==> src/hw/rtl/glcd_pkg.sv <==
// ----------------------------------------------------------------------------
// glcd_pkg
// Shared types, constants and helper functions for the dual-chip graphic LCD
// bus controller: command codes, instruction bytes, payload structs.
// ----------------------------------------------------------------------------
package glcd_pkg;

	// Panel geometry
	localparam int PAGE_COUNT   = 8;
	localparam int HALF_COLUMNS = 64;
	localparam int PAGE_W       = (PAGE_COUNT > 8) ? $clog2(PAGE_COUNT) : 3;
	localparam int QUEUE_DEPTH  = 2;
	localparam int SLOT_COUNT   = 3;

	// Command codes
	typedef enum logic [2:0] {
		CMD_SET_ADDR   = 3'd0,
		CMD_WRITE_DATA = 3'd1,
		CMD_READ_DATA  = 3'd2,
		CMD_START_LINE = 3'd3,
		CMD_POWER      = 3'd4
	} cmd_e;

	// Configuration register indexes
	typedef enum logic [1:0] {
		CFG_DISABLE = 2'd0,
		CFG_SETUP   = 2'd1,
		CFG_HOLD    = 2'd2
	} cfg_idx_e;

	localparam logic [7:0] DISABLE_RESET = 8'd5;
	localparam logic [7:0] SETUP_RESET   = 8'd5;
	localparam logic [7:0] HOLD_RESET    = 8'd25;

	// Controller instruction bytes
	localparam logic [7:0] INSTR_COLUMN = 8'h40;
	localparam logic [7:0] INSTR_PAGE   = 8'hB8;
	localparam logic [7:0] INSTR_START  = 8'hC0;
	localparam logic [7:0] INSTR_POWER  = 8'h3E;
	localparam logic [2:0] PAGE_MASK    = 3'h7;

	// Back-end strobe sequencer states
	typedef enum logic [2:0] {
		ST_IDLE,
		ST_DISABLE,
		ST_SETUP,
		ST_HOLD,
		ST_DONE
	} back_state_t;

	typedef struct packed {
		logic [2:0] cmd;
		logic [6:0] column;
		logic [2:0] page;
		logic [7:0] write_byte;
		logic [5:0] start_line;
		logic       power_on;
		logic [7:0] bus_in;
	} cmd_item_t;

	typedef struct packed {
		logic       target_half;
		logic       reg_select;
		logic       read_not_write;
		logic [7:0] bus_byte;
		logic [7:0] read_value;
		logic       last;
	} result_t;

	// One command's worth of bus transactions
	typedef struct packed {
		logic [1:0]                 count;
		result_t [SLOT_COUNT-1:0]   slot;
	} job_t;

	typedef struct packed {
		logic       en;
		logic [1:0] index;
		logic [7:0] data;
	} cfg_wr_t;

	// Build one transaction record
	function automatic result_t make_res(logic half, logic rs, logic rw,
		logic [7:0] bus, logic [7:0] rd);
		result_t r;
		r.target_half    = half;
		r.reg_select     = rs;
		r.read_not_write = rw;
		r.bus_byte       = bus;
		r.read_value     = rd;
		r.last           = 1'b0;
		return r;
	endfunction

	// Column reduced onto the panel width (few compare/subtract steps)
	function automatic logic [6:0] col_mod(logic [6:0] col);
		logic [7:0] v;
		v = {1'b0, col};
		for (int i = 0; i < 8; i++) begin
			if (v >= 8'(2 * HALF_COLUMNS))
				v = v - 8'(2 * HALF_COLUMNS);
		end
		return v[6:0];
	endfunction

	// Next page after a wrap, modulo the page count
	function automatic logic [PAGE_W-1:0] page_next(logic [PAGE_W-1:0] pg);
		logic [PAGE_W:0] v;
		v = {1'b0, pg} + (PAGE_W+1)'(1);
		for (int i = 0; i < 8; i++) begin
			if (v >= (PAGE_W+1)'(PAGE_COUNT))
				v = v - (PAGE_W+1)'(PAGE_COUNT);
		end
		return v[PAGE_W-1:0];
	endfunction

endpackage

==> src/hw/rtl/glcd_front.sv <==
// ----------------------------------------------------------------------------
// glcd_front
// Accepts commands, tracks the global cursor and expands each known command into
// a job of one to three bus transactions.
// ----------------------------------------------------------------------------
module glcd_front (
	input  logic                clk,
	input  logic                arst_n,
	input  logic                cmd_valid,
	output logic                cmd_ready,
	input  glcd_pkg::cmd_item_t cmd_data,
	output logic                push_valid,
	input  logic                push_ready,
	output glcd_pkg::job_t      push_data
);

	localparam logic [7:0] HALF_C  = 8'(glcd_pkg::HALF_COLUMNS);
	localparam logic [7:0] COLS2_C = 8'(2 * glcd_pkg::HALF_COLUMNS);
	localparam logic [6:0] HALF7_C = 7'(glcd_pkg::HALF_COLUMNS);

	logic [6:0]                  col_q, col_d;
	logic [glcd_pkg::PAGE_W-1:0] page_q, page_d;
	logic                        accept;
	glcd_pkg::job_t              job;

	assign cmd_ready  = push_ready;
	assign accept     = cmd_valid && cmd_ready;
	assign push_valid = accept && (job.count != 2'd0);
	assign push_data  = job;

	// Command decode and cursor update
	always_comb begin
		logic [6:0]                  set_col;
		logic                        set_half;
		logic [6:0]                  chip_col;
		logic [7:0]                  inc;
		logic                        data_half;
		logic [glcd_pkg::PAGE_W-1:0] wrap_page;
		job       = '0;
		col_d     = col_q;
		page_d    = page_q;
		set_col   = glcd_pkg::col_mod(cmd_data.column);
		set_half  = {1'b0, set_col} >= HALF_C;
		chip_col  = set_half ? (set_col - HALF7_C) : set_col;
		inc       = {1'b0, col_q} + 8'd1;
		data_half = {1'b0, col_q} >= HALF_C;
		wrap_page = glcd_pkg::page_next(page_q);
		unique case (glcd_pkg::cmd_e'(cmd_data.cmd)) inside
			glcd_pkg::CMD_SET_ADDR: begin
				col_d  = set_col;
				page_d = glcd_pkg::PAGE_W'(cmd_data.page);
				job.count = 2'd2;
				job.slot[0] = glcd_pkg::make_res(set_half, 1'b0, 1'b0,
					glcd_pkg::INSTR_COLUMN | {2'b00, chip_col[5:0]}, 8'h00);
				job.slot[1] = glcd_pkg::make_res(set_half, 1'b0, 1'b0,
					glcd_pkg::INSTR_PAGE | {5'b0, cmd_data.page & glcd_pkg::PAGE_MASK},
					8'h00);
			end
			glcd_pkg::CMD_WRITE_DATA, glcd_pkg::CMD_READ_DATA: begin
				if (cmd_data.cmd == glcd_pkg::CMD_WRITE_DATA)
					job.slot[0] = glcd_pkg::make_res(data_half, 1'b1, 1'b0,
						cmd_data.write_byte, 8'h00);
				else
					job.slot[0] = glcd_pkg::make_res(data_half, 1'b1, 1'b1,
						8'h00, cmd_data.bus_in);
				job.count = 2'd1;
				col_d = inc[6:0];
				// crossing into the right chip
				if (inc == HALF_C) begin
					job.count = 2'd3;
					job.slot[1] = glcd_pkg::make_res(1'b1, 1'b0, 1'b0,
						glcd_pkg::INSTR_COLUMN, 8'h00);
					job.slot[2] = glcd_pkg::make_res(1'b1, 1'b0, 1'b0,
						glcd_pkg::INSTR_PAGE | {5'b0, page_q[2:0]}, 8'h00);
				end else if (inc >= COLS2_C) begin
					// end of line: wrap column, next page, back to left chip
					col_d  = 7'd0;
					page_d = wrap_page;
					job.count = 2'd3;
					job.slot[1] = glcd_pkg::make_res(1'b0, 1'b0, 1'b0,
						glcd_pkg::INSTR_COLUMN, 8'h00);
					job.slot[2] = glcd_pkg::make_res(1'b0, 1'b0, 1'b0,
						glcd_pkg::INSTR_PAGE | {5'b0, wrap_page[2:0]}, 8'h00);
				end
			end
			glcd_pkg::CMD_START_LINE: begin
				job.count = 2'd2;
				job.slot[0] = glcd_pkg::make_res(1'b0, 1'b0, 1'b0,
					glcd_pkg::INSTR_START | {2'b00, cmd_data.start_line}, 8'h00);
				job.slot[1] = glcd_pkg::make_res(1'b1, 1'b0, 1'b0,
					glcd_pkg::INSTR_START | {2'b00, cmd_data.start_line}, 8'h00);
			end
			glcd_pkg::CMD_POWER: begin
				job.count = 2'd2;
				job.slot[0] = glcd_pkg::make_res(1'b0, 1'b0, 1'b0,
					glcd_pkg::INSTR_POWER | {7'b0, cmd_data.power_on}, 8'h00);
				job.slot[1] = glcd_pkg::make_res(1'b1, 1'b0, 1'b0,
					glcd_pkg::INSTR_POWER | {7'b0, cmd_data.power_on}, 8'h00);
			end
			default: begin
				// unknown command: dropped, cursor unchanged
			end
		endcase
		// mark the final transaction of the command
		if (job.count != 2'd0)
			job.slot[job.count - 2'd1].last = 1'b1;
	end

	// Cursor registers
	always_ff @(posedge clk or negedge arst_n) begin
		if (!arst_n) begin
			col_q  <= '0;
			page_q <= '0;
		end else if (accept) begin
			col_q  <= col_d;
			page_q <= page_d;
		end
	end

endmodule

==> src/hw/rtl/glcd_queue.sv <==
// ----------------------------------------------------------------------------
// glcd_queue
// Short job queue that decouples command decode from the strobe sequencer.
// ----------------------------------------------------------------------------
module glcd_queue (
	input  logic           clk,
	input  logic           arst_n,
	input  logic           push_valid,
	output logic           push_ready,
	input  glcd_pkg::job_t push_data,
	output logic           pop_valid,
	input  logic           pop_ready,
	output glcd_pkg::job_t pop_data
);

	localparam int DEPTH = glcd_pkg::QUEUE_DEPTH;
	localparam int PTR_W = (DEPTH > 1) ? $clog2(DEPTH) : 1;
	localparam int CNT_W = $clog2(DEPTH + 1);

	glcd_pkg::job_t mem_q [DEPTH];
	logic [PTR_W-1:0] wr_ptr_q, rd_ptr_q;
	logic [CNT_W-1:0] count_q;
	logic             do_push, do_pop;

	assign push_ready = count_q != CNT_W'(DEPTH);
	assign pop_valid  = count_q != '0;
	assign pop_data   = mem_q[rd_ptr_q];
	assign do_push    = push_valid && push_ready;
	assign do_pop     = pop_valid && pop_ready;

	// Storage
	always_ff @(posedge clk) begin
		if (do_push)
			mem_q[wr_ptr_q] <= push_data;
	end

	// Pointers and fill count
	always_ff @(posedge clk or negedge arst_n) begin
		if (!arst_n) begin
			wr_ptr_q <= '0;
			rd_ptr_q <= '0;
			count_q  <= '0;
		end else begin
			if (do_push)
				wr_ptr_q <= (wr_ptr_q == PTR_W'(DEPTH - 1)) ? '0 : wr_ptr_q + PTR_W'(1);
			if (do_pop)
				rd_ptr_q <= (rd_ptr_q == PTR_W'(DEPTH - 1)) ? '0 : rd_ptr_q + PTR_W'(1);
			if (do_push && !do_pop)
				count_q <= count_q + CNT_W'(1);
			else if (do_pop && !do_push)
				count_q <= count_q - CNT_W'(1);
		end
	end

endmodule

==> src/hw/rtl/glcd_back.sv <==
// ----------------------------------------------------------------------------
// glcd_back
// Strobe sequencer: plays each job's transactions through the disable,
// setup and hold windows and hands them to the result register.
// ----------------------------------------------------------------------------
module glcd_back (
	input  logic              clk,
	input  logic              arst_n,
	input  glcd_pkg::cfg_wr_t cfg,
	input  logic              pop_valid,
	output logic              pop_ready,
	input  glcd_pkg::job_t    pop_data,
	output logic              res_valid,
	input  logic              res_ready,
	output glcd_pkg::result_t res_data
);

	glcd_pkg::back_state_t state_q, state_d;
	logic [7:0]            disable_q, setup_q, hold_q;
	logic [7:0]            cnt_q;
	logic [1:0]            idx_q;
	glcd_pkg::job_t        job_q;
	logic                  out_valid_q;
	glcd_pkg::result_t     out_data_q;
	logic                  slot_free;
	logic                  take_job, load_out, cnt_clr, job_end;

	assign slot_free = !out_valid_q || res_ready;
	assign job_end   = idx_q == (job_q.count - 2'd1);
	assign res_valid = out_valid_q;
	assign res_data  = out_data_q;
	assign pop_ready = take_job;

	// Timing registers
	always_ff @(posedge clk or negedge arst_n) begin
		if (!arst_n) begin
			disable_q <= glcd_pkg::DISABLE_RESET;
			setup_q   <= glcd_pkg::SETUP_RESET;
			hold_q    <= glcd_pkg::HOLD_RESET;
		end else if (cfg.en) begin
			unique case (glcd_pkg::cfg_idx_e'(cfg.index))
				glcd_pkg::CFG_DISABLE: disable_q <= cfg.data;
				glcd_pkg::CFG_SETUP:   setup_q   <= cfg.data;
				glcd_pkg::CFG_HOLD:    hold_q    <= cfg.data;
				default: ;
			endcase
		end
	end

	// Next state
	always_comb begin
		state_d = state_q;
		unique case (state_q)
			glcd_pkg::ST_IDLE:    if (pop_valid) state_d = glcd_pkg::ST_DISABLE;
			glcd_pkg::ST_DISABLE: if (cnt_q == disable_q) state_d = glcd_pkg::ST_SETUP;
			glcd_pkg::ST_SETUP:   if (cnt_q == setup_q) state_d = glcd_pkg::ST_HOLD;
			glcd_pkg::ST_HOLD:    if (cnt_q == hold_q) state_d = glcd_pkg::ST_DONE;
			glcd_pkg::ST_DONE: begin
				if (slot_free)
					state_d = job_end ? glcd_pkg::ST_IDLE : glcd_pkg::ST_DISABLE;
			end
			default: state_d = glcd_pkg::ST_IDLE;
		endcase
	end

	// State outputs
	always_comb begin
		take_job = 1'b0;
		load_out = 1'b0;
		cnt_clr  = 1'b1;
		unique case (state_q)
			glcd_pkg::ST_IDLE:    take_job = pop_valid;
			glcd_pkg::ST_DISABLE: cnt_clr  = cnt_q == disable_q;
			glcd_pkg::ST_SETUP:   cnt_clr  = cnt_q == setup_q;
			glcd_pkg::ST_HOLD:    cnt_clr  = cnt_q == hold_q;
			glcd_pkg::ST_DONE:    load_out = slot_free;
			default: ;
		endcase
	end

	// Sequencer registers
	always_ff @(posedge clk or negedge arst_n) begin
		if (!arst_n) begin
			state_q <= glcd_pkg::ST_IDLE;
			cnt_q   <= '0;
			idx_q   <= '0;
		end else begin
			state_q <= state_d;
			cnt_q   <= cnt_clr ? 8'd0 : cnt_q + 8'd1;
			if (take_job)
				idx_q <= 2'd0;
			else if (load_out)
				idx_q <= idx_q + 2'd1;
		end
	end

	// Current job payload
	always_ff @(posedge clk) begin
		if (take_job)
			job_q <= pop_data;
	end

	// Result register
	always_ff @(posedge clk or negedge arst_n) begin
		if (!arst_n)
			out_valid_q <= 1'b0;
		else if (load_out)
			out_valid_q <= 1'b1;
		else if (res_ready)
			out_valid_q <= 1'b0;
	end

	always_ff @(posedge clk) begin
		if (load_out)
			out_data_q <= job_q.slot[idx_q];
	end

	// Checks
	a_rise_from_done: assert property (@(posedge clk) disable iff (!arst_n)
		$rose(out_valid_q) |-> $past(state_q == glcd_pkg::ST_DONE))
		else $error("result register loaded outside DONE");

	a_take_starts: assert property (@(posedge clk) disable iff (!arst_n)
		take_job |=> state_q == glcd_pkg::ST_DISABLE && idx_q == 2'd0)
		else $error("job taken without starting strobe sequence");

	a_idx_range: assert property (@(posedge clk) disable iff (!arst_n)
		state_q != glcd_pkg::ST_IDLE |-> job_q.count != 2'd0 && idx_q < job_q.count)
		else $error("transaction index beyond job");

	a_last_ends_job: assert property (@(posedge clk) disable iff (!arst_n)
		load_out && job_end |-> job_q.slot[idx_q].last)
		else $error("final transaction of job not marked last");

endmodule

==> src/hw/rtl/dual_chip_glcd_bus_controller.sv <==
// ----------------------------------------------------------------------------
// dual_chip_glcd_bus_controller
// Command front end, job queue and enable-strobe sequencer for a 128x64
// graphic LCD made of two 64-column controller chips.
// ----------------------------------------------------------------------------
// Each known command yields 1 to 3 bus transactions; each passes through the
// disable, setup and hold windows of the strobe sequencer (set by the disable,
// setup and hold registers) and waits in DONE for the result register; the
// sequencer returns to idle between commands.
// Commands are accepted while the two-entry job queue has room.
// Reset: cursor to column 0 page 0, timing registers to 5/5/25, queue empty.
module dual_chip_glcd_bus_controller (
	input  logic                clk,
	input  logic                arst_n,
	input  logic                cmd_valid,
	output logic                cmd_ready,
	input  glcd_pkg::cmd_item_t cmd_data,
	output logic                res_valid,
	input  logic                res_ready,
	output glcd_pkg::result_t   res_data,
	input  logic                cfg_wr_en,
	input  logic [1:0]          cfg_index,
	input  logic [7:0]          cfg_wdata
);

	logic              push_valid, push_ready;
	glcd_pkg::job_t    push_data;
	logic              pop_valid, pop_ready;
	glcd_pkg::job_t    pop_data;
	glcd_pkg::cfg_wr_t cfg;

	assign cfg.en    = cfg_wr_en;
	assign cfg.index = cfg_index;
	assign cfg.data  = cfg_wdata;

	// Decode and cursor tracking
	glcd_front u_front (
		.clk        (clk),
		.arst_n     (arst_n),
		.cmd_valid  (cmd_valid),
		.cmd_ready  (cmd_ready),
		.cmd_data   (cmd_data),
		.push_valid (push_valid),
		.push_ready (push_ready),
		.push_data  (push_data)
	);

	// Job queue
	glcd_queue u_queue (
		.clk        (clk),
		.arst_n     (arst_n),
		.push_valid (push_valid),
		.push_ready (push_ready),
		.push_data  (push_data),
		.pop_valid  (pop_valid),
		.pop_ready  (pop_ready),
		.pop_data   (pop_data)
	);

	// Strobe sequencer and result register
	glcd_back u_back (
		.clk       (clk),
		.arst_n    (arst_n),
		.cfg       (cfg),
		.pop_valid (pop_valid),
		.pop_ready (pop_ready),
		.pop_data  (pop_data),
		.res_valid (res_valid),
		.res_ready (res_ready),
		.res_data  (res_data)
	);

endmodule
==> config.mk <==
export PLATFORM = sky130hd
export DESIGN_NAME = dual_chip_glcd_bus_controller
export DESIGN_NICKNAME = d
export VERILOG_FILES = /design/src/hw/rtl/glcd_pkg.sv /design/src/hw/rtl/glcd_front.sv /design/src/hw/rtl/glcd_queue.sv /design/src/hw/rtl/glcd_back.sv /design/src/hw/rtl/dual_chip_glcd_bus_controller.sv
export SDC_FILE = /design/constraint.sdc
export NUM_CORES = 1
export LEC_CHECK = 0
export ABC_AREA = 1
export CAP_MARGIN = 20
export CELL_PAD_IN_SITES_DETAIL_PLACEMENT = 0
export CELL_PAD_IN_SITES_GLOBAL_PLACEMENT = 2
export CORE_UTILIZATION = 44
export CTS_CLUSTER_DIAMETER = 80
export CTS_CLUSTER_SIZE = 16
export DETAILED_ROUTE_END_ITERATION = 8
export DONT_BUFFER_PORTS = 1
export PLACE_DENSITY_LB_ADDON = 0.1
export SKIP_CTS_REPAIR_TIMING = 1
export SLEW_MARGIN = 20
export SYNTH_ARGS = -nofsm -noshare
export SYNTH_HDL_FRONTEND = slang
export SYNTH_SLANG_ARGS = --single-unit
==> constraint.sdc <==
create_clock -name clk -period 8.81 [get_ports clk]
set_input_delay 0.4405 -clock clk [delete_from_list [all_inputs] [get_ports clk]]
set_output_delay 0.4405 -clock clk [all_outputs]
set_load 0.005 [all_outputs]
== Yosys cells after proc, flatten, opt, wreduce, memory -nomap -nowiden ==
Memory sizes are Yosys's and may differ from the RTL's. A register that Yosys moved wholly into a read port is not among the register bits.
Cells that the tools add are included.

* $add $sub $neg: 19
* Magnitude comparators: 14
* Equality and inequality tests: 23
* Muxes and demuxes: 48
* Reductions and logical operators: 28

{| class="wikitable"
|+ Operators with widths
! kind !! number
|-
| $pmux W40 S4 || 1
|-
| $mux W42 || 2
|-
| $bwmux W60 || 1
|-
| $mux W60 || 1
|-
| $bmux W20 S2 || 1
|-
| $demux W20 S2 || 1
|-
| $mux W20 || 2
|-
| $ge A4 B4 Y1 const B || 8
|-
| $mux W4 || 7
|-
| $sub A4 B4 Y4 const B || 7
|-
| $eq A8 B8 Y1 || 3
|-
| $mux W3 || 8
|-
| $mux W18 || 1
|-
| $pmux W3 S5 || 1
|-
| $ge A7 B7 Y1 const B || 2
|-
| $mux W7 || 2
|-
| $pmux W7 S2 || 1
|-
| $eq A3 B2 Y1 const B || 4
|-
| $ne A2 B1 Y1 const B || 6
|-
| $reduce_bool A2 Y1 || 6
|-
| $mux W1 || 10
|-
| $add A7 B1 Y8 const B || 1
|-
| $add A8 B1 Y8 const B || 1
|-
| $eq A8 B7 Y1 const B || 1
|-
| 31 further kinds || 54
|}

* Bits in registers: 72
* RAM bits: 124
* Input bits: 51
* Output and inout port bits: 22
* Word-level logic and storage cells: 151
* Memories kept: 1

{| class="wikitable"
|+ Memory list
! memory !! words !! bits a word !! read ports !! clocked after Yosys merged registers in !! write ports !! RTL line !! text
|-
| u_queue.mem_q || 2 || 62 || 1 || 1 || 1 || glcd_queue.sv:20 || <nowiki>glcd_pkg::job_t mem_q [DEPTH];</nowiki>
|}

== Longest topological paths before layout ==
Gate-level depths: netlist of the first run.

* Depth in word-level cells: 27
* Depth in mapped cells: 13
* Gate-level depth less buffers: 12

== By module ==
Synthesis of the first run repeated with hierarchy kept, for this count alone.

* Cell total of the unflattened synthesis: 1014
* Area total of the unflattened synthesis: 11287.1 µm²

{| class="wikitable"
|+ By module, submodules not included
! module !! times used !! cells an instance !! area each (µm²) !! sequential area each (µm²)
|-
| glcd_back || 1 || 420 || 5017.3 || 3422.0
|-
| glcd_queue || 1 || 352 || 4770.8 || 3823.7
|-
| glcd_front || 1 || 242 || 1498.9 || 250.2
|}

== Least setup slack after synthesis of the first run ==
OpenSTA, ideal clock, no wires.

* Path type: input-to-reg
* Start point: input cmd_data[34] in the netlist's numbering
* End point: memory u_queue.mem_q[1][0] in the netlist's numbering, enable pin
* Setup time: 0.435 ns
* Arrival: 2.649 ns
* Data required time: 8.375 ns
* Path slack: 5.726 ns
* Stages: 5
* Path buffers: 0
* Cell sequence: nor2_2 > inv_1 > a21oi_1 > inv_1 > nor2_1

* Word-level cells in the longest chain between the ends: 8
* Elaborated cells between the ends (all ways): 13
* Classes of those cells: 4 x eq/ne; 3 x mux; 6 x reduce/logical

{| class="wikitable"
|+ Ends and longest elaborated chain
! what !! RTL line !! text
|-
| from (decl) || dual_chip_glcd_bus_controller.sv:17 || <nowiki>input glcd_pkg::cmd_item_t cmd_data,</nowiki>
|-
| $eq A3 B3 Y1 (no source line) (tied with other cells) || - ||
|-
| $reduce_or A3 Y1 (no source line) or $reduce_or A2 Y1 (tied branches) || - ||
|-
| $pmux W2 S2 * || glcd_front.sv:48 || <nowiki>unique case (glcd_pkg::cmd_e'(cmd_data.cmd)) inside</nowiki>
|-
| $reduce_bool A2 Y1 * || glcd_front.sv:28 || <nowiki>assign push_valid = accept && (job.count != 2'd0);</nowiki>
|-
| $logic_and A1 B1 Y1 * || glcd_front.sv:28 ||
|-
| $logic_and A1 B1 Y1 * || glcd_queue.sv:28 || <nowiki>assign do_push = push_valid && push_ready;</nowiki>
|-
| net u_queue.do_push || glcd_queue.sv:23 || <nowiki>logic do_push, do_pop;</nowiki>
|-
| $mux W1 * || glcd_queue.sv:33 || <nowiki>if (do_push)</nowiki>
|-
| $mux W1 (not written as such) * || glcd_queue.sv:34 || <nowiki>mem_q[wr_ptr_q] <= push_data;</nowiki>
|-
| to (decl) || glcd_queue.sv:20 ||
|}

The timed path passes the listed nets; every way through them passes the cells marked *.

== Worst setup path after layout of the first run ==
* Start point: register u_queue.count_q[0]
* End point: memory u_queue.mem_q[1][33] in the netlist's numbering, enable pin

* Word-level cells in the longest chain between the ends: 6

{| class="wikitable"
|+ Ends and longest elaborated chain
! what !! RTL line !! text
|-
| from (decl) || glcd_queue.sv:22 || <nowiki>logic [CNT_W-1:0] count_q;</nowiki>
|-
| from (signal assigned) || glcd_queue.sv:49 || <nowiki>count_q <= count_q + CNT_W'(1);</nowiki>
|-
| from (signal assigned) || glcd_queue.sv:51 || <nowiki>count_q <= count_q - CNT_W'(1);</nowiki>
|-
| $ne A2 B2 Y1 * || glcd_queue.sv:25 || <nowiki>assign push_ready = count_q != CNT_W'(DEPTH);</nowiki>
|-
| net cmd_ready || dual_chip_glcd_bus_controller.sv:16 || <nowiki>output logic cmd_ready,</nowiki>
|-
| $logic_and A1 B1 Y1 || glcd_front.sv:27 || <nowiki>assign accept = cmd_valid && cmd_ready;</nowiki>
|-
| $logic_and A1 B1 Y1 || glcd_front.sv:28 ||
|-
| $logic_and A1 B1 Y1 * || glcd_queue.sv:28 ||
|-
| net u_queue.do_push || glcd_queue.sv:23 ||
|-
| $mux W1 * || glcd_queue.sv:33 ||
|-
| $mux W1 (not written as such) * || glcd_queue.sv:34 ||
|}

Marks and branches as above.

==> impl_metrics.toml, run 1 <==
[sta]
fin_tns_setup_ns = 0
hold_violations = 0
hold_slack_ns = 0.103
fmax_mhz = 398
slew_headroom = 0.518
fin_crit_sh = 0.285
setup_viol = 0
worst_pin_slew_ns = 0.722
skew_ns = 0.00838
finalMaxSlewViolations = 0
timing.final.crit_period_ns = 2.51
rsz0062_at_grt = "no"

[power_and_ir_drop]
p_sw_frac = 0.332
p_switching_mw = 0.901
clock_power_share = 0.270
power_leakage_nw = 3.70
p_int_mw = 1.81
p_comb_frac = 0.238
irDropWorstVdd_mv = 0.168
powerDensity_nw_per_um2 = 305
seq_power_share = 0.493

[worst_setup_path]
rrSetupSlack_ns = 6.30
r2r_end = "u_queue.mem_q[1][33]"
worstPathRequired_ns = 8.94
path_max_fanout = 25
critPathCapture = "u_queue.mem_q[1][33]"
worstSetupPathType = "flop to flop"
crit_path_end_kind = "flop"
arrival_ns = 2.64
startpoint = "u_queue.count_q[0]"
startpoint_type = "flop"
rr_worst_depth = 7
reg2reg_from = "u_queue.count_q[0]"

[cts]
cts_sinks = 186
cts_buffer_depth = 2
cts_tree = "done"
insertion_delay_ns = 0.43
path_clk_slew_ns = 0.07
numCtsBuffers = 17
cts-htree-levels = 4
cts_root_buf = "clkbuf_16"

[run_status]
outcome = "finished clean"

[place]
gp_congestion = 0.769
dp_hpwl_um = 11400
io_buffers = 0

[final_layout]
n_fill_cell = 1636
multiInputGateArea_um2 = 2320
nNetsFinal = 834
syn2layout_area_growth_pct = 10.7
seq_area_um2 = 5330
final_layout_size_suffix_gt1_frac = 0.0859
diodes = 0

[synth]
synthCells = 781
synth_area_um2 = 8030
synth_cell_types = 35
ys_top_cells_by_area = "edfxtp_1 (50%), dfrtp_1 (14%), nand2_1 (12%)"
synth_nets = 836
synthTopCellsByCount = "nand2_1 (252), edfxtp_1 (134), nor2_1 (69)"
ys_seq_elements = 186
synth.top_cell.area_share = 0.501
synthArstFlopShare = 0.280
postSynthAreaPerCell_um2 = 10.3
yosysTopAreaCell = "edfxtp_1"
synth_ff_type = "edfxtp_1"
synth_edf_count = 134
synth_warnings = 0
ys_seq_area_frac = 0.664
post-synth-top-count-cell = "nand2_1"

[floorplanning]
die-area_um2 = 18800
rows = 49
die_width_um = 137
start_util = 0.449
dieHeight_um = 137
core_region_area_um2 = 17900
io_pins = 73

[route]
drc = 0
wl_per_cell_um = 15.8
vias_per_cell = 4.93
vias = 5035
antenna_violating_nets_post_route = 0
routed_wl_um = 16100
drt_pass1_iterations = 4
drt_iter0_markers = 278

[grt]
top_usage_layer = "met2"
grt_pass1_vias = 4925
antenna_found_initial = 0
grtUsageMet3 = 0.0441
grt_use_met1 = 0.244
grt_usage = 0.185
met2_usage = 0.297
grt_start_max_net_pins = 53
grt.overflow.total = 0
grt_pass1_wl_um = 25400

[flow_run]
drv_cap = 0

[worst_hold_path]
hp-class = "input pin to flop"
cell families after synthesis:
family,synth area share
and+or+nand+nor,0.188
muxes,0.00140
DFF,0.664
AOI/OAI and AO/OA,0.0567
buffers and inverters,0.0492
adders and majority gates,0.00623
xor gates and xnor gates,0.0338
flip-flops by register name (all words and copies together), names as in the netlist:
| register | count |
|---|---|
| u_front.col_q | 7 |
| u_back.res_valid | 1 |
| u_queue.mem_q | 76 |
| u_back.state_q | 3 |
| u_back.setup_q | 8 |
| u_back.idx_q | 2 |
| u_queue.rd_ptr_q | 1 |
| u_queue.wr_ptr_q | 1 |
| u_back.hold_q | 8 |
| u_back.cnt_q | 8 |
| u_back.job_q | 38 |
| u_queue.count_q | 2 |
| u_front.page_q | 3 |
| u_back.disable_q | 8 |
| u_back.res_data | 20 |
power by group through the flow:
stage          clock network [mW]  logic, mW  registers (mW)
6_report                    0.732      0.645            1.34
5_1_grt                     0.785      0.746            1.36
4_1_cts                     0.747      0.646            1.34
3_5_place_dp                    0      0.644            1.36
3_3_place_gp                    0      0.629            1.36
2_1_floorplan                   0      0.487            1.32
layer usage:
| metal | part of all wire | up-vias | wire length, um |
|---|---|---|---|
| met5 | 0 | - | 0 |
| met4 | 0.012 | 0 | 196 |
| met3 | 0.036 | 15 | 575 |
| met2 | 0.47 | 103 | 7650 |
| met1 | 0.48 | 2360 | 7700 |
| li1 | - | 2557 | - |
through the flow:
stage	std cells	cell area, um^2	util	total power [mW]	setup slack, ns
2_1_floorplan	781	8030	-	1.81	5.73
3_3_place_gp	985	8230	0.460	1.98	6.05
3_5_place_dp	986	8250	0.461	2.00	6.02
4_1_cts	1018	8830	0.493	2.73	6.01
5_1_grt	1021	8890	0.497	2.89	6.13
6_report	1021	8890	0.497	2.71	6.30
cell usage in the layout, fill, tap and decap left out, types with 4 or more instances in the layout:
cell type,instances
clkbuf_16,17
inv_1,63
nor2_1,66
o21ai_0,50
inv_2,9
dfstp_2,7
nor3_1,7
xor2_1,7
nand2_1,252
nand3_1,31
edfxtp_1,134
xnor2_1,24
nand4_1,6
inv_8,5
a21oi_1,10
ha_1,4
dfrtp_1,45
o21ai_1,13
worst max-delay path, cell delays in order (launching register included):
cell and delay [ns]:
dfrtp_1 0.40, inv_2 0.07, nand2_1 0.10, nand2_1 0.21, a21oi_1 0.50, inv_1 0.21, nor2_4 0.46, buf_12 0.25
cell type report:
class | count | share of cell area
Timing Repair Buffer | 7 | 0.0113
Sequential cell | 186 | 0.600
Tap cell | 229 | 0.0322
Clock inverter | 14 | 0.0167
Inverter | 72 | 0.0304
Multi-Input combinational cell | 495 | 0.261
Clock buffer | 18 | 0.0483
worst min path at each step:
stage              start                   to  slack (ns)  depth (start not counted)
2_1_floorplan     arst_n      u_back.cnt_q[0]        0.14                          0
3_3_place_gp      arst_n     u_back.hold_q[7]        0.15                          0
3_5_place_dp      arst_n  u_back.disable_q[7]        0.15                          0
4_1_cts           arst_n  u_back.disable_q[5]       -0.31                          0
5_1_grt        res_ready     u_back.res_valid        0.08                          1
6_report       res_ready     u_back.res_valid        0.10                          1
No activity file was read; power rests on OpenSTA's default activity.
==> inputs of run 2 (changes only) <==
--- a/config.mk
+++ b/config.mk
@@ -9,7 +9,7 @@
 export CAP_MARGIN = 20
 export CELL_PAD_IN_SITES_DETAIL_PLACEMENT = 0
 export CELL_PAD_IN_SITES_GLOBAL_PLACEMENT = 2
-export CORE_UTILIZATION = 44
+export CORE_UTILIZATION = 37
 export CTS_CLUSTER_DIAMETER = 80
 export CTS_CLUSTER_SIZE = 16
 export DETAILED_ROUTE_END_ITERATION = 8
==> constraint.sdc (replaced) <==
create_clock -name clk -period 2.1 [get_ports clk]
set_input_delay 0.105 -clock clk [delete_from_list [all_inputs] [get_ports clk]]
set_output_delay 0.105 -clock clk [all_outputs]
set_load 0.005 [all_outputs]
==> run 2 against run 1 <==
The run now ends with negative hold slack left; sequential share of layout area fell by 3.6 points; final cell count rose by 9.5%; highest routed layer unchanged; critical endpoint is now u_queue.mem_q[0][49]; largest cell class unchanged; clock skew barely moved; critical path type unchanged; largest power group unchanged.
==> impl_metrics.toml, run 2 (synthesis gave the netlist of run 1 again) <==
[final_layout]
syn2layout_area_growth_pct = 17.8
regMostFlops = "u_queue.mem_q"
diodes = 0
final_cell_area_um2 = 9460
stdcell_count = 1118
final_layout_size_suffix_gt1_frac = 0.0961
layout_commonest_cell = "nand2_1"
mostFrequentLayoutCells = "nand2_1 (252), edfxtp_1 (134), nor2_1 (66)"
nNetsFinal = 886
largest_reg_flops = 76

[worst_hold_path]
min-delay-start = "cmd_data[26]"
timing.hold.worst_endpoint = "u_queue.mem_q[1][9]"
hp-class = "input pin to flop"
hold_path_depth = 2

[worst_setup_path]
rr_worst_depth = 8
crit_slowest_cell = "dfrtp_1"
critical-path-top-delay-family = "simple AND/OR/NAND/NOR gates"
rrSetupSlack_ns = 0.24
reg2reg_from = "u_front.col_q[0]"
crit_path_end_kind = "flop"
path_buf_inv = 0
r2r_end = "u_queue.mem_q[0][49]"
max_stage_delay_ns = 0.43
path_cells = "ha_1, nand3_1, xnor2_1, nor2_1, nand3_2, nand2_2, nand2_2, nor2_1"
arrival_ns = 2.14
startpoint_type = "flop"
worstSetupPathType = "flop to flop"
path_max_fanout = 5
worstPathRequired_ns = 2.38

[sta]
worst_pin_slew_ns = 0.631
fmax_mhz = 538
rsz0062_at_grt = "no"
hold_slack_ns = -0.00723
hold_violations = 2
setup_viol = 0
finalMaxSlewViolations = 0
skew_ns = 0.00860
timing.final.crit_period_ns = 1.86
fin_crit_sh = 0.885
slew_headroom = 0.578

[route]
vias_per_cell = 4.68
wl_per_cell_um = 15.1
routed_wl_um = 16900
vias = 5236
drc = 0
antenna_violating_nets_post_route = 0
drt_pass1_iterations = 4
drt_iter0_markers = 249

[cts]
path_clk_slew_ns = 0.07
cts_buffer_depth = 2
cts-htree-levels = 4
cts_root_buf = "clkbuf_16"
numCtsBuffers = 17
cts_tree = "done"
insertion_delay_ns = 0.43
cts_sinks = 186

[power_and_ir_drop]
clock_power_share = 0.266
p_comb_frac = 0.252
p_switching_mw = 3.84
p_int_mw = 7.75
total_power_mw = 11.6
seq_power_share = 0.483
power_leakage_nw = 3.94
powerDensity_nw_per_um2 = 1230
irDropWorstVdd_mv = 0.570
p_sw_frac = 0.331

[floorplanning]
dieHeight_um = 149
die-area_um2 = 22300
io_pins = 73
start_util = 0.380
core_region_area_um2 = 21200
rows = 53
die_width_um = 149

[grt]
grt.overflow.total = 0
grt_pass1_vias = 5048
grt_usage = 0.162
grt_pass1_wl_um = 26900
grt_start_max_net_pins = 53
antenna_found_initial = 0

[place]
dpl-instance-area_um2 = 8450
gp_congestion = 0.832
io_buffers = 0
dp_hpwl_um = 11800
placed_cells = 1046

[run_status]
outcome = "finished, violations left"
violations = "negative hold slack"

[flow_run]
drv_cap = 0
-- run 2: through the flow --
| stage | setup slack, ns | util | TNS (ns) | hold slack, ns |
|---|---|---|---|---|
| final | 0.242 | 0.447 | 0 | -0.00723 |
| after floorplan | -0.217 | - | -15.77 | -0.191 |
| after global placement | 0.321 | 0.400 | 0 | -0.189 |
| after detailed placement | 0.215 | 0.400 | 0 | -0.189 |
| after CTS | 0.195 | 0.427 | 0 | -0.664 |
| after global routing | 0.0616 | 0.447 | 0 | 0.00769 |
-- run 2: cell type report --
type,count,area (um^2)
Sequential cell,186,5330
Inverter,72,270
Fill cell,1966,11700
Clock buffer,17,425
Clock inverter,14,151
Multi-Input combinational cell,495,2320
Tap cell,275,344
Timing Repair Buffer,59,613
-- run 2: worst max-delay path by stage --
stage | depth (start not counted) | slack (ns) | start | to
after floorplan | 6 | -0.22 | u_queue.count_q[0] | u_queue.mem_q[1][0]
after global placement | 7 | 0.32 | u_queue.count_q[0] | u_queue.mem_q[0][34]
after detailed placement | 7 | 0.21 | u_queue.count_q[0] | u_queue.mem_q[0][16]
after CTS | 7 | 0.20 | u_queue.count_q[0] | u_queue.mem_q[0][30]
after global routing | 8 | 0.06 | u_front.col_q[0] | u_queue.mem_q[0][61]
final | 8 | 0.24 | u_front.col_q[0] | u_queue.mem_q[0][49]
-- run 2: worst register-to-register path, delay by kind of cell, from the launching register on --
family | cells | cell delay, ns
xor+xnor | 1 | 0.17
fa+ha+maj | 1 | 0.23
flops | 1 | 0.43
simple gates | 6 | 0.89
-- run 2: power groups by stage --
| stage | Clock [mW] | Sequential [mW] | Combinational, mW |
|---|---|---|---|
| after global placement | 0 | 5.66 | 2.85 |
| after floorplan | 0 | 5.54 | 2.05 |
| after detailed placement | 0 | 5.68 | 2.88 |
| after CTS | 3.18 | 5.60 | 2.89 |
| final | 3.08 | 5.60 | 2.92 |
| after global routing | 3.31 | 5.70 | 3.37 |
-- run 2: layer usage --
| layer | part of all wire | wire length (um) | track usage | vias to the layer above |
|---|---|---|---|---|
| met5 | 0 | 0 | 0 | - |
| met4 | 0.014 | 231 | 0.0561 | 0 |
| met3 | 0.039 | 660 | 0.0327 | 20 |
| met2 | 0.47 | 8030 | 0.260 | 115 |
| met1 | 0.47 | 8020 | 0.218 | 2441 |
| li1 | - | - | - | 2660 |
